==> src/rtl/lrust_pkg.sv <==
// ----------------------------------------------------------------------------
// lrust_pkg
// Shared types and sizes for the LRU recency stack of the TLB.
// ----------------------------------------------------------------------------
package lrust_pkg;

  localparam int unsigned Entries  = 4;
  localparam int unsigned TagBits  = 20;
  localparam int unsigned PosW     = $clog2(Entries);
  localparam int unsigned PosBits  = 2;
  localparam int unsigned EvTagBits = 20;

  typedef logic [TagBits-1:0]   tag_t;
  typedef logic [PosW-1:0]      pos_t;
  typedef logic [PosBits-1:0]   hit_pos_t;
  typedef logic [EvTagBits-1:0] ev_tag_t;

  typedef struct packed {
    logic valid;
    tag_t tag;
  } entry_t;

  typedef struct packed {
    logic en;
    logic miss;
  } ctl_t;

endpackage

==> src/rtl/lrust_req_if.sv <==
// ----------------------------------------------------------------------------
// lrust_req_if
// Lookup channel: one page tag per word.
// ----------------------------------------------------------------------------
interface lrust_req_if;
  import lrust_pkg::*;

  logic valid;
  logic ready;
  tag_t page_tag;

  modport source (output valid, output page_tag, input ready);
  modport sink (input valid, input page_tag, output ready);
endinterface

==> src/rtl/lrust_rsp_if.sv <==
// ----------------------------------------------------------------------------
// lrust_rsp_if
// Result channel: hit flag, hit position and evicted tag per word.
// ----------------------------------------------------------------------------
interface lrust_rsp_if;
  import lrust_pkg::*;

  logic     valid;
  logic     ready;
  logic     hit;
  hit_pos_t hit_position;
  logic     evicted_valid;
  ev_tag_t  evicted_tag;

  modport source (output valid, output hit, output hit_position, output evicted_valid,
                  output evicted_tag, input ready);
  modport sink (input valid, input hit, input hit_position, input evicted_valid,
                input evicted_tag, output ready);
endinterface

==> src/rtl/lrust_cell.sv <==
// ----------------------------------------------------------------------------
// lrust_cell
// One recency slot: holds a tag, compares it with the lookup, and takes the
// entry of its upper neighbor when the stack shifts through it.
// ----------------------------------------------------------------------------
module lrust_cell (
  input  logic            clk_i,
  input  logic            rst_ni,
  input  lrust_pkg::ctl_t   ctl_i,
  input  lrust_pkg::tag_t   lookup_tag_i,
  input  lrust_pkg::entry_t up_i,
  input  logic            seen_i,
  output lrust_pkg::entry_t entry_o,
  output logic            match_o,
  output logic            seen_o
);
  import lrust_pkg::*;

  logic valid_q;
  tag_t tag_q;
  logic shift;

  assign match_o = valid_q && (tag_q == lookup_tag_i);
  // seen: this cell or one below matched, so this cell takes the entry above it
  assign seen_o  = seen_i | match_o;
  assign shift   = ctl_i.en & (ctl_i.miss | seen_o);

  assign entry_o = '{valid: valid_q, tag: tag_q};

  always_ff @(posedge clk_i or negedge rst_ni) begin
    if (!rst_ni) begin
      valid_q <= 1'b0;
      tag_q   <= '0;
    end else if (shift) begin
      valid_q <= up_i.valid;
      tag_q   <= up_i.tag;
    end
  end

endmodule

==> src/rtl/lru_stack_tlb_replacement.sv <==
// ----------------------------------------------------------------------------
// lru_stack_tlb_replacement
// Recency stack of page tags for TLB replacement, built as a row of cells.
// ----------------------------------------------------------------------------
// One lookup word is taken per clock cycle. All cells compare the tag at
// once; the match chain from the least recent cell upward picks the lowest
// match and sets which cells shift, and the stack updates on the accepting
// edge. The result appears in the output register on the next cycle, and a
// new word is taken while the previous result waits; the input stalls only
// when the output register is full and not being drained. Position 0 is the
// least recent entry; empty entries never hit and fill from the top.
// ----------------------------------------------------------------------------
module lru_stack_tlb_replacement (
  input  logic         clk_i,
  input  logic         rst_ni,
  lrust_req_if.sink    req_i,
  lrust_rsp_if.source  rsp_o
);
  import lrust_pkg::*;

  entry_t             ent    [Entries];
  entry_t             up     [Entries];
  logic [Entries-1:0] match;
  logic [Entries:0]   seen;
  logic [Entries-1:0] valid_vec;
  ctl_t               ctl;
  logic               accept;
  logic               hit;
  pos_t               hit_pos;

  logic     rsp_valid_q;
  logic     hit_q;
  hit_pos_t hit_pos_q;
  logic     ev_valid_q;
  ev_tag_t  ev_tag_q;

  assign req_i.ready = !rsp_valid_q || rsp_o.ready;
  assign accept      = req_i.valid && req_i.ready;

  assign seen[0]  = 1'b0;
  assign hit      = seen[Entries];
  assign ctl.en   = accept;
  assign ctl.miss = !hit;

  for (genvar i = 0; i < Entries; i++) begin : g_cell
    if (i == Entries - 1) begin : g_top
      assign up[i] = '{valid: 1'b1, tag: req_i.page_tag};
    end else begin : g_mid
      assign up[i] = ent[i+1];
    end

    assign valid_vec[i] = ent[i].valid;

    lrust_cell u_cell (
      .clk_i       (clk_i),
      .rst_ni      (rst_ni),
      .ctl_i       (ctl),
      .lookup_tag_i(req_i.page_tag),
      .up_i        (up[i]),
      .seen_i      (seen[i]),
      .entry_o     (ent[i]),
      .match_o     (match[i]),
      .seen_o      (seen[i+1])
    );
  end

  always_comb begin
    hit_pos = '0;
    for (int i = Entries - 1; i >= 0; i--) begin
      if (match[i]) begin
        hit_pos = pos_t'(i);
      end
    end
  end

  always_ff @(posedge clk_i or negedge rst_ni) begin
    if (!rst_ni) begin
      rsp_valid_q <= 1'b0;
    end else if (accept) begin
      rsp_valid_q <= 1'b1;
    end else if (rsp_o.ready) begin
      rsp_valid_q <= 1'b0;
    end
  end

  always_ff @(posedge clk_i) begin
    if (accept) begin
      hit_q      <= hit;
      hit_pos_q  <= hit ? hit_pos_t'(hit_pos) : '0;
      ev_valid_q <= !hit && ent[0].valid;
      ev_tag_q   <= (!hit && ent[0].valid) ? ev_tag_t'(ent[0].tag) : '0;
    end
  end

  assign rsp_o.valid         = rsp_valid_q;
  assign rsp_o.hit           = hit_q;
  assign rsp_o.hit_position  = hit_pos_q;
  assign rsp_o.evicted_valid = ev_valid_q;
  assign rsp_o.evicted_tag   = ev_tag_q;

  // empty slots are always the low end of the stack
  logic [Entries-1:0] empty_vec;
  assign empty_vec = ~valid_vec;

  a_fill_from_top: assert property (@(posedge clk_i) disable iff (!rst_ni)
    (empty_vec & (empty_vec + 1'b1)) == '0)
    else $error("valid entries not contiguous from the top");

  a_hit_no_evict: assert property (@(posedge clk_i) disable iff (!rst_ni)
    (rsp_o.valid && rsp_o.hit) |-> !rsp_o.evicted_valid)
    else $error("hit reported an eviction");

  a_accept_result: assert property (@(posedge clk_i) disable iff (!rst_ni)
    accept |=> rsp_o.valid)
    else $error("accepted word produced no result");

  a_top_is_lookup: assert property (@(posedge clk_i) disable iff (!rst_ni)
    accept |=> (ent[Entries-1].valid && ent[Entries-1].tag == $past(req_i.page_tag)))
    else $error("most recent slot does not hold the last lookup");

  a_single_match: assert property (@(posedge clk_i) disable iff (!rst_ni)
    $onehot0(match))
    else $error("tag present in more than one slot");

endmodule
==> src/flat_wrapper.sv <==
// flat-port wrapper written by rule: the top's interface ports become plain ports
module lru_stack_tlb_replacement_flat import lrust_pkg::*;
  (clk_i, rst_ni, req_i_valid, req_i_page_tag, req_i_ready, rsp_o_valid, rsp_o_hit, rsp_o_hit_position, rsp_o_evicted_valid, rsp_o_evicted_tag, rsp_o_ready);
  lrust_req_if req_i_i ();
  lrust_rsp_if rsp_o_i ();
  input  logic clk_i;
  input  logic rst_ni;
  input wire logic [$bits(req_i_i.valid)-1:0] req_i_valid;
  input wire logic [$bits(req_i_i.page_tag)-1:0] req_i_page_tag;
  output wire logic [$bits(req_i_i.ready)-1:0] req_i_ready;
  output wire logic [$bits(rsp_o_i.valid)-1:0] rsp_o_valid;
  output wire logic [$bits(rsp_o_i.hit)-1:0] rsp_o_hit;
  output wire logic [$bits(rsp_o_i.hit_position)-1:0] rsp_o_hit_position;
  output wire logic [$bits(rsp_o_i.evicted_valid)-1:0] rsp_o_evicted_valid;
  output wire logic [$bits(rsp_o_i.evicted_tag)-1:0] rsp_o_evicted_tag;
  input wire logic [$bits(rsp_o_i.ready)-1:0] rsp_o_ready;
  assign req_i_i.valid = req_i_valid;
  assign req_i_i.page_tag = req_i_page_tag;
  assign req_i_ready = req_i_i.ready;
  assign rsp_o_valid = rsp_o_i.valid;
  assign rsp_o_hit = rsp_o_i.hit;
  assign rsp_o_hit_position = rsp_o_i.hit_position;
  assign rsp_o_evicted_valid = rsp_o_i.evicted_valid;
  assign rsp_o_evicted_tag = rsp_o_i.evicted_tag;
  assign rsp_o_i.ready = rsp_o_ready;
  lru_stack_tlb_replacement u_core (.clk_i(clk_i), .rst_ni(rst_ni), .req_i(req_i_i), .rsp_o(rsp_o_i));
endmodule
==> config.mk <==
export PLATFORM = sky130hd
export DESIGN_NAME = lru_stack_tlb_replacement_flat
export DESIGN_NICKNAME = d
export VERILOG_FILES = /design/src/rtl/lrust_pkg.sv /design/src/rtl/lrust_req_if.sv /design/src/rtl/lrust_rsp_if.sv /design/src/rtl/lrust_cell.sv /design/src/rtl/lru_stack_tlb_replacement.sv /design/src/flat_wrapper.sv
export SDC_FILE = /design/constraint.sdc
export NUM_CORES = 1
export LEC_CHECK = 0
export BUFFER_PORTS_ARGS = -buffer_cell sky130_fd_sc_hd__buf_4
export CAP_MARGIN = 20
export CELL_PAD_IN_SITES_DETAIL_PLACEMENT = 0
export CELL_PAD_IN_SITES_GLOBAL_PLACEMENT = 2
export CORE_ASPECT_RATIO = 1.5
export CORE_UTILIZATION = 40
export CTS_CLUSTER_DIAMETER = 120
export DETAILED_ROUTE_END_ITERATION = 8
export PLACE_DENSITY = 0.83
export SYNTH_ARGS = -nofsm -noshare
export SYNTH_HDL_FRONTEND = slang
export SYNTH_SLANG_ARGS = --single-unit
==> constraint.sdc <==
create_clock -name clk_i -period 2.7 [get_ports clk_i]
set_clock_uncertainty 0.2 [all_clocks]
set_input_delay 0.54 -clock clk_i [delete_from_list [all_inputs] [get_ports clk_i]]
set_output_delay 0.54 -clock clk_i [all_outputs]
set_load 0.1 [all_outputs]
==> results of run 1 <==
==> per-stage QoR <==
stage / std cells / cell area [um2] / utilization (%) / power [mW] / TNS, ps
6_report: 726 / 6850 / 52.1 / 5.14 / 0
3_3_place_gp: 703 / 6260 / 47.6 / 3.74 / -46470
3_5_place_dp: 703 / 6260 / 47.6 / 3.79 / -49070
5_1_grt: 726 / 6850 / 52.1 / 5.39 / -663
4_1_cts: 719 / 6560 / 49.9 / 5.06 / 0
2_1_floorplan: 486 / 5510 / - / 3.30 / -1040
==> report_power, final <==
| part | total, mW | switching [mW] | internal [mW] |
|---|---|---|---|
| clock | 1.26 | 0.580 | 0.682 |
| combinational | 1.52 | 0.848 | 0.672 |
| sequential | 2.36 | 0.333 | 2.03 |
==> registers in the layout, indices dropped and copies added, names as in the netlist <==
| name | count |
|---|---|
| u_core.g_cell.u_cell.tag_q | 80 |
| u_core.g_cell.u_cell.valid_q | 4 |
| u_core.rsp_o.evicted_tag | 20 |
| u_core.rsp_o.evicted_valid | 1 |
| u_core.rsp_o.hit | 1 |
| u_core.rsp_o.hit_position | 2 |
| u_core.rsp_o.valid | 1 |
==> worst max-delay path, stage by stage <==
cell	delay, ps
sky130_fd_sc_hd__buf_4	140
sky130_fd_sc_hd__buf_4	140
sky130_fd_sc_hd__xnor2_2	200
sky130_fd_sc_hd__nand4_1	170
sky130_fd_sc_hd__nor4_4	380
sky130_fd_sc_hd__nand4_1	250
sky130_fd_sc_hd__and4b_2	380
sky130_fd_sc_hd__clkbuf_16	200
sky130_fd_sc_hd__and3_1	150
==> cell type report <==
class	instances	area [um2]	area share, %
clock buffers	14	264	3.85
clock inverters	2	17.5	0.256
inverters	3	11.3	0.164
multi-input cells	330	2560	37.4
flip-flops and latches	109	2850	41.6
well taps	159	199	2.90
repair buffers	109	950	13.9
==> metal layers <==
layer	share of wire (%)	vias to the layer above
li1	-	1805
met1	42	1869
met2	53	69
met3	2.5	22
met4	2.6	0
met5	0	-
==> how the worst max path moves through the flow <==
stage | from | to | slack (ps) | depth (start not counted)
2_1_floorplan | req_i_page_tag[9] | u_core.g_cell[1].u_cell.tag_q[0]$_DFFE_PN0P_ | -30 | 9
3_3_place_gp | req_i_page_tag[9] | u_core.rsp_o.evicted_tag[14]$_SDFFCE_PN0P_ | -600 | 9
3_5_place_dp | req_i_page_tag[9] | u_core.rsp_o.evicted_tag[9]$_SDFFCE_PN0P_ | -640 | 9
4_1_cts | u_core.g_cell[2].u_cell.tag_q[15]$_DFFE_PN0P_ | u_core.g_cell[2].u_cell.tag_q[3]$_DFFE_PN0P_ | 3 | 8
5_1_grt | u_core.g_cell[2].u_cell.tag_q[13]$_DFFE_PN0P_ | u_core.g_cell[2].u_cell.valid_q$_DFFE_PN0P_ | -40 | 9
6_report | req_i_page_tag[1] | u_core.rsp_o.evicted_tag[5]$_SDFFCE_PN0P_ | 30 | 9
==> placed cells by master (no fill, tap or decap), types with 2 or more instances in the layout <==
master,netlist,final
sky130_fd_sc_hd__nand2_1,127,127
sky130_fd_sc_hd__buf_4,5,99
sky130_fd_sc_hd__dfrtp_1,85,84
sky130_fd_sc_hd__xnor2_1,49,41
sky130_fd_sc_hd__xor2_1,31,31
sky130_fd_sc_hd__mux2_1,42,24
sky130_fd_sc_hd__edfxtp_1,24,24
sky130_fd_sc_hd__and3_1,20,20
sky130_fd_sc_hd__o221ai_2,20,20
sky130_fd_sc_hd__mux2_4,0,18
sky130_fd_sc_hd__nand4_1,13,13
sky130_fd_sc_hd__clkbuf_16,0,12
sky130_fd_sc_hd__xnor2_2,0,7
sky130_fd_sc_hd__buf_12,0,6
sky130_fd_sc_hd__nor4_1,10,5
sky130_fd_sc_hd__nor4_2,0,4
sky130_fd_sc_hd__clkbuf_1,28,3
sky130_fd_sc_hd__nand3_1,3,2
sky130_fd_sc_hd__inv_2,1,2
sky130_fd_sc_hd__nand2b_1,3,2
sky130_fd_sc_hd__clkinv_4,0,2
sky130_fd_sc_hd__clkbuf_8,0,2
==> repair_timing <==
action	4_1_cts	5_1_grt
buffers inserted	0	3
setup endpoints to repair	85	84
pin swaps	2	8
resized for setup	3	35
cloned	0	4
==> cells by family after synthesis <==
| group | Yosys count | synth area share [%] |
|---|---|---|
| and+or+nand+nor | 184 | 15.6 |
| DFF | 109 | 52.4 |
| xor gates and xnor gates | 80 | 12.9 |
| buffers and inverters | 47 | 4.33 |
| muxes | 42 | 8.70 |
| AOI/OAI and AO/OA | 24 | 6.14 |
==> reports/results.tsv, run 1 <==
stage	metric	value	unit
run_status	run_status	finished, violations left	
run_status	violations	hold timing	
synthesis	synth_top_area_share	39.1	%
drt	dr_total_vias	3765	
layout	finalNetCount	586	
drt	wirelength	13.5	mm
min_path	class_of_the_tightest_hold_or_removal_check	in -> async	
setup_path	critical_path.reg2reg.endpoint	u_core.g_cell[2].u_cell.valid_q$_DFFE_PN0P_	
setup_path	timing.rr.start	u_core.g_cell[1].u_cell.tag_q[19]$_DFFE_PN0P_	
setup_path	worstSetupStartpointType	input pin	
setup_path	cp.required	2600	ps
place	buffer_ports.inserted	49	
timing	timing_worst_slew_pin_value	600	ps
grt	global_route.usage.met1	24.5	%
synthesis	synth_most_common_cell	sky130_fd_sc_hd__nand2_1	
timing	timing.final.setup_violations	0	
clocking	worst_skew_pair_later_pin_latency	350	ps
layout	n_fill_cell	1171	
synthesis	synth.cells.most_frequent	127 x sky130_fd_sc_hd__nand2_1, 85 x sky130_fd_sc_hd__dfrtp_1, 49 x sky130_fd_sc_hd__xnor2_1	
synthesis	ys_warn_count	0	
grt	gr-usage-all-layers	19.9	%
clocking	htreeDepth	3	
place	hpwl	9.90	mm
pwr	power.static_leakage	3.08	nW
grt	grtUsageMet3	2.69	%
run	cap_viol_max_count	0	
layout	antenna-diode-count	0	
drt	viasPerCell	5.19	
layout	layout-drive-gt1-share	32.6	%
grt	antenna_found_initial	0	
setup_path	critical_path.max_fanout	14	
grt	grt_busiest_layer	met2	
synthesis	number_of_enable_type_register_cells_in_the_synthesized_netlist	24	
timing	least_setup_slack_across_all_paths_after_layout	31.3	ps
synthesis	syn-instance-count	486	
setup_path	worstSetupEndpointType	flip-flop	
grt	grt.met2_usage	35.4	%
drt	final_antenna_net_count	0	
grt	global_route_wire_length_before_repair	21.5	mm
synthesis	synth-seq-area-share	52.4	%
synthesis	mappedNetlistNets	510	
clocking	clock_path_buffers	2	
clocking	clock-sinks	109	
floorplan	pin_count	50	
drt	remaining_drc_errors	0	
timing	timing_max_transition_violations_final	0	
drt	detail_route.iter0.violations	143	
timing	grt_setup_unrepaired	yes	
synthesis	syn_area	5440	um2
floorplan	chip_width	97.2	um
clocking	tritoncts.num_buffers	9	
pwr	cellPowerDensity	750	nW/um2
timing	relSlewSlack	60.0	%
floorplan	rows	51	
timing	final.hold.worst_slack	-7.73	ps
grt	grt_start_max_net_pins	44	
drt	drt_first_pass_iters	7	
floorplan	core_area	13100	um2
timing	period_minus_slack	2670	ps
floorplan	floorplan.initialDensity	41.4	%
place	gp_congestion	0.854	
synthesis	ys_dominant_reg_cell	sky130_fd_sc_hd__dfrtp_1	
setup_path	rrSetupSlack	50	ps
place	post-place-ws	-638	ps
setup_path	arrival	2570	ps
clocking	ctsHoldBuffers	0	
pwr	ir_worst_vdd	304	uV
grt	grt_pass1_vias	3889	
timing	fmax	375	MHz
grt	grt-ovfl-total	0	
synthesis	post_synth.cell_area_avg	11.2	um2
synthesis	leading_area_contributor_after_synthesis	sky130_fd_sc_hd__dfrtp_1	
layout	flow.area_growth_from_synthesis	26.0	%
clocking	tritoncts_clock_tree	done	
setup_path	crit_type	in -> reg	
setup_path	reg2reg_depth	10	
clocking	clkSlewWorstSetupHoldPaths	70	ps
clocking	root_buffer_selected_by_cts	sky130_fd_sc_hd__clkbuf_16	
synthesis	async_reset_ff_share	78.0	%
timing	report.final.hold_viol_count	6	
synthesis	ys_seq_elements	109	
floorplan	die_h	145	um
floorplan	die_area	14100	um2
synthesis	synth_cell_types	31	
synthesis	ys_top_cells_by_area	sky130_fd_sc_hd__dfrtp_1 39%, sky130_fd_sc_hd__edfxtp_1 13%, sky130_fd_sc_hd__nand2_1 8.8%, sky130_fd_sc_hd__mux2_1 8.7%, sky130_fd_sc_hd__xnor2_1 7.9%	
drt	routed_wire_length_per_instance	18.7	um
timing	layout_worst_path_cycle_share	98.8	%
Note: power is estimated with default switching activity, not from simulation.
==> run 2: changes to the inputs <==
--- a/config.mk
+++ b/config.mk
@@ -10,10 +10,10 @@
 export CELL_PAD_IN_SITES_DETAIL_PLACEMENT = 0
 export CELL_PAD_IN_SITES_GLOBAL_PLACEMENT = 2
 export CORE_ASPECT_RATIO = 1.5
-export CORE_UTILIZATION = 40
+export CORE_UTILIZATION = 26
 export CTS_CLUSTER_DIAMETER = 120
 export DETAILED_ROUTE_END_ITERATION = 8
-export PLACE_DENSITY = 0.83
+export PLACE_DENSITY = 0.59
 export SYNTH_ARGS = -nofsm -noshare
 export SYNTH_HDL_FRONTEND = slang
 export SYNTH_SLANG_ARGS = --single-unit
==> reports/results.tsv, run 2 (synthesis results as in run 1) <==
stage	metric	value	unit	change
run_status	run_status	finished, violations left		unchanged
run_status	violations	setup timing		was hold timing
place	post-place-ws	-487	ps	was -638 ps
floorplan	core_area	20400	um2	was 13,100 um2
layout	flip_flop_count_of_the_largest_register_after_layout	80		unchanged
clocking	root_buffer_selected_by_cts	sky130_fd_sc_hd__clkbuf_16		unchanged
timing	layout_worst_path_cycle_share	101	%	was 98.8%
place	gp_congestion	0.762		was 0.854
floorplan	rows	64		was 51
pwr	clockPowerShare	26.4	%	was 24.5%
layout	n_fill_cell	2078		was 1,171
place	dpl-instance-area	6470	um2	was 6260 um2
timing	relSlewSlack	63.7	%	was 60.0%
pwr	power.static_leakage	3.13	nW	was 3.08 nW
timing	timing.final.setup_violations	24		was 0
pwr	combPwrFrac	29.8	%	was 29.6%
pwr	power_frac_seq	43.7	%	was 45.9%
clocking	clock_path_buffers	2		unchanged
drt	drt_first_pass_iters	5		was 7
setup_path	timing.rr.start	u_core.g_cell[3].u_cell.tag_q[9]$_DFFE_PN0P_		was u_core.g_cell[1].u_cell.tag_q[19]$_DFFE_PN0P_
timing	report.final.hold_viol_count	0		was 6
setup_path	cp.required	2730	ps	was 2600 ps
timing	grt_setup_unrepaired	yes		unchanged
setup_path	arrival	2760	ps	was 2570 ps
clocking	htreeDepth	3		unchanged
run	cap_viol_max_count	0		unchanged
layout	finalNetCount	597		was 586
min_path	class_of_the_tightest_hold_or_removal_check	in -> reg		was in -> async
grt	gr-usage-all-layers	15.0	%	was 19.9%
timing	least_setup_slack_across_all_paths_after_layout	-28.0	ps	was 31.3 ps
floorplan	chip_width	120	um	was 97.2 um
clocking	tritoncts.num_buffers	9		unchanged
clocking	tritoncts_clock_tree	done		unchanged
layout	finish.instance_area	7090	um2	was 6850 um2
drt	wirelength	15.0	mm	was 13.5 mm
grt	antenna_found_initial	0		unchanged
layout	mostFrequentLayoutCells	127 x sky130_fd_sc_hd__nand2_1, 105 x sky130_fd_sc_hd__buf_4, 84 x sky130_fd_sc_hd__dfrtp_1		was 127 x sky130_fd_sc_hd__nand2_1, 99 x sky130_fd_sc_hd__buf_4, 84 x sky130_fd_sc_hd__dfrtp_1
timing	fmax	367	MHz	was 375 MHz
setup_path	worstSetupStartpointType	flip-flop		was input pin
layout	layout.cells.most_common	sky130_fd_sc_hd__nand2_1		unchanged
clocking	clock-sinks	109		unchanged
drt	dr_total_vias	3726		was 3,765
layout	biggest_register	u_core.g_cell.u_cell.tag_q		unchanged
pwr	power.share.switching	34.0	%	was 34.3%
place	hpwl	11.1	mm	was 9.90 mm
layout	flow.area_growth_from_synthesis	30.5	%	was 26.0%
setup_path	worstSetupEndpointType	flip-flop		unchanged
setup_path	crit_type	reg -> reg		was in -> reg
clocking	clkSlewWorstSetupHoldPaths	80	ps	was 70 ps
drt	final_antenna_net_count	0		unchanged
grt	grt_start_max_net_pins	50		was 44
grt	global_route_wire_length_before_repair	23.7	mm	was 21.5 mm
grt	grt-ovfl-total	0		unchanged
pwr	cellPowerDensity	755	nW/um2	was 750 nW/um2
setup_path	critical_path.max_fanout	5		was 14
pwr	switchingPower	1.82	mW	was 1.76 mW
timing	timing_worst_slew_pin_value	544	ps	was 600 ps
drt	viasPerCell	4.43		was 5.19
pwr	ir_worst_vdd	262	uV	was 304 uV
drt	remaining_drc_errors	0		unchanged
floorplan	pin_count	50		unchanged
grt	grt_pass1_vias	4043		was 3,889
layout	layout-drive-gt1-share	33.8	%	was 32.6%
drt	detail_route.iter0.violations	149		was 143
floorplan	die_area	21500	um2	was 14,100 um2
timing	period_minus_slack	2730	ps	was 2670 ps
pwr	totalPowerFinal	5.35	mW	was 5.14 mW
drt	routed_wire_length_per_instance	17.9	um	was 18.7 um
timing	final.hold.worst_slack	197	ps	was -7.73 ps
place	buffer_ports.inserted	49		unchanged
floorplan	die_h	179	um	was 145 um
min_path	hold_path.startpoint	req_i_valid		
clocking	worst_skew_pair_later_pin_latency	360	ps	was 350 ps
layout	antenna-diode-count	0		unchanged
timing	timing_max_transition_violations_final	0		unchanged
floorplan	floorplan.initialDensity	26.6	%	was 41.4%
pwr	internal-power	3.53	mW	was 3.38 mW
setup_path	crit_path_start	u_core.g_cell[3].u_cell.tag_q[9]$_DFFE_PN0P_		was req_i_page_tag[1]
==> run 2: cell count changes in the layout (fill, tap and decap cells not counted), sizes merged <==
| cell | before | now |
|---|---|---|
| clkbuf | 17 | 11 |
| clkinv | 2 | 0 |
| inv | 3 | 6 |
| buf | 106 | 118 |
| bufinv | 0 | 1 |
| dlygate4sd3 | 0 | 1 |
| clkinvlp | 0 | 1 |
==> run 2: metrics by stage <==
stage / instances / setup TNS, ps / utilization, %
2_1_floorplan: 486 / -1040 / -
3_3_place_gp: 817 / -38870 / 31.7
3_5_place_dp: 817 / -35860 / 31.7
4_1_cts: 839 / -540 / 34.4
5_1_grt: 841 / -8650 / 34.7
6_report: 841 / -276 / 34.7
==> run 2: what timing repair did <==
item	4_1_cts	5_1_grt
hold buffers	1	0
endpoints found under the hold margin	31	0
pin swaps	8	1
gates cloned	3	1
gates resized for setup	33	6
buffers inserted	3	1
setup endpoints to repair	84	84
==> run 2: worst max-delay path: stages, from the launching register on <==
cell and delay (ps):
sky130_fd_sc_hd__dfrtp_1 420, sky130_fd_sc_hd__xnor2_2 190, sky130_fd_sc_hd__nand4_1 180, sky130_fd_sc_hd__nor4_2 390, sky130_fd_sc_hd__buf_4 170, sky130_fd_sc_hd__nand4_1 180, sky130_fd_sc_hd__nor2b_2 200, sky130_fd_sc_hd__a21oi_2 90
sky130_fd_sc_hd__buf_6 150, sky130_fd_sc_hd__buf_16 140, sky130_fd_sc_hd__mux2_4 300
==> run 2: final cells by class <==
| type | count | area [um2] | area share, % |
|---|---|---|---|
| tap | 264 | 330 | 4.66 |
| clock inverter | 5 | 63.8 | 0.899 |
| multi-input combinational | 330 | 2510 | 35.4 |
| clock buffer | 10 | 250 | 3.53 |
| sequential | 109 | 2850 | 40.2 |
| inverter | 3 | 11.3 | 0.159 |
| timing repair buffer | 120 | 1080 | 15.2 |
==> run 2: worst paths after layout <==
kind | cells after the start | slack (ps) | to
setup / recovery | 10 | -30 | u_core.g_cell[2].u_cell.tag_q[8]$_DFFE_PN0P_
hold / removal | 2 | 200 | u_core.rsp_o.valid$_DFFE_PN0P_
setup reg to reg | 10 | -30 | u_core.g_cell[2].u_cell.tag_q[8]$_DFFE_PN0P_
hold reg to reg | 1 | 310 | u_core.g_cell[3].u_cell.valid_q$_DFFE_PN0P_
max in group asynchronous | 3 | 1100 | u_core.g_cell[2].u_cell.tag_q[10]$_DFFE_PN0P_
min in group asynchronous | 2 | 510 | u_core.g_cell[3].u_cell.tag_q[14]$_DFFE_PN0P_
==> run 2: power groups by stage <==
stage	Combinational (mW)	Clock [mW]	Sequential, mW
final	1.60	1.42	2.34
after detailed placement	1.51	0	2.37
after floorplan	0.742	0	2.56
after global placement	1.49	0	2.36
after CTS	1.62	1.47	2.34
after global routing	1.74	1.51	2.40
==> run 2: routing by layer <==
layer | up-vias | track usage [%] | wire length [um] | share of wire [%]
met4 | 0 | 6.04 | 344 | 2.3
met3 | 15 | 1.75 | 337 | 2.2
met2 | 53 | 27.1 | 8040 | 53
li1 | 1817 | - | - | -
met1 | 1841 | 18.0 | 6320 | 42
met5 | - | 0 | 0 | 0
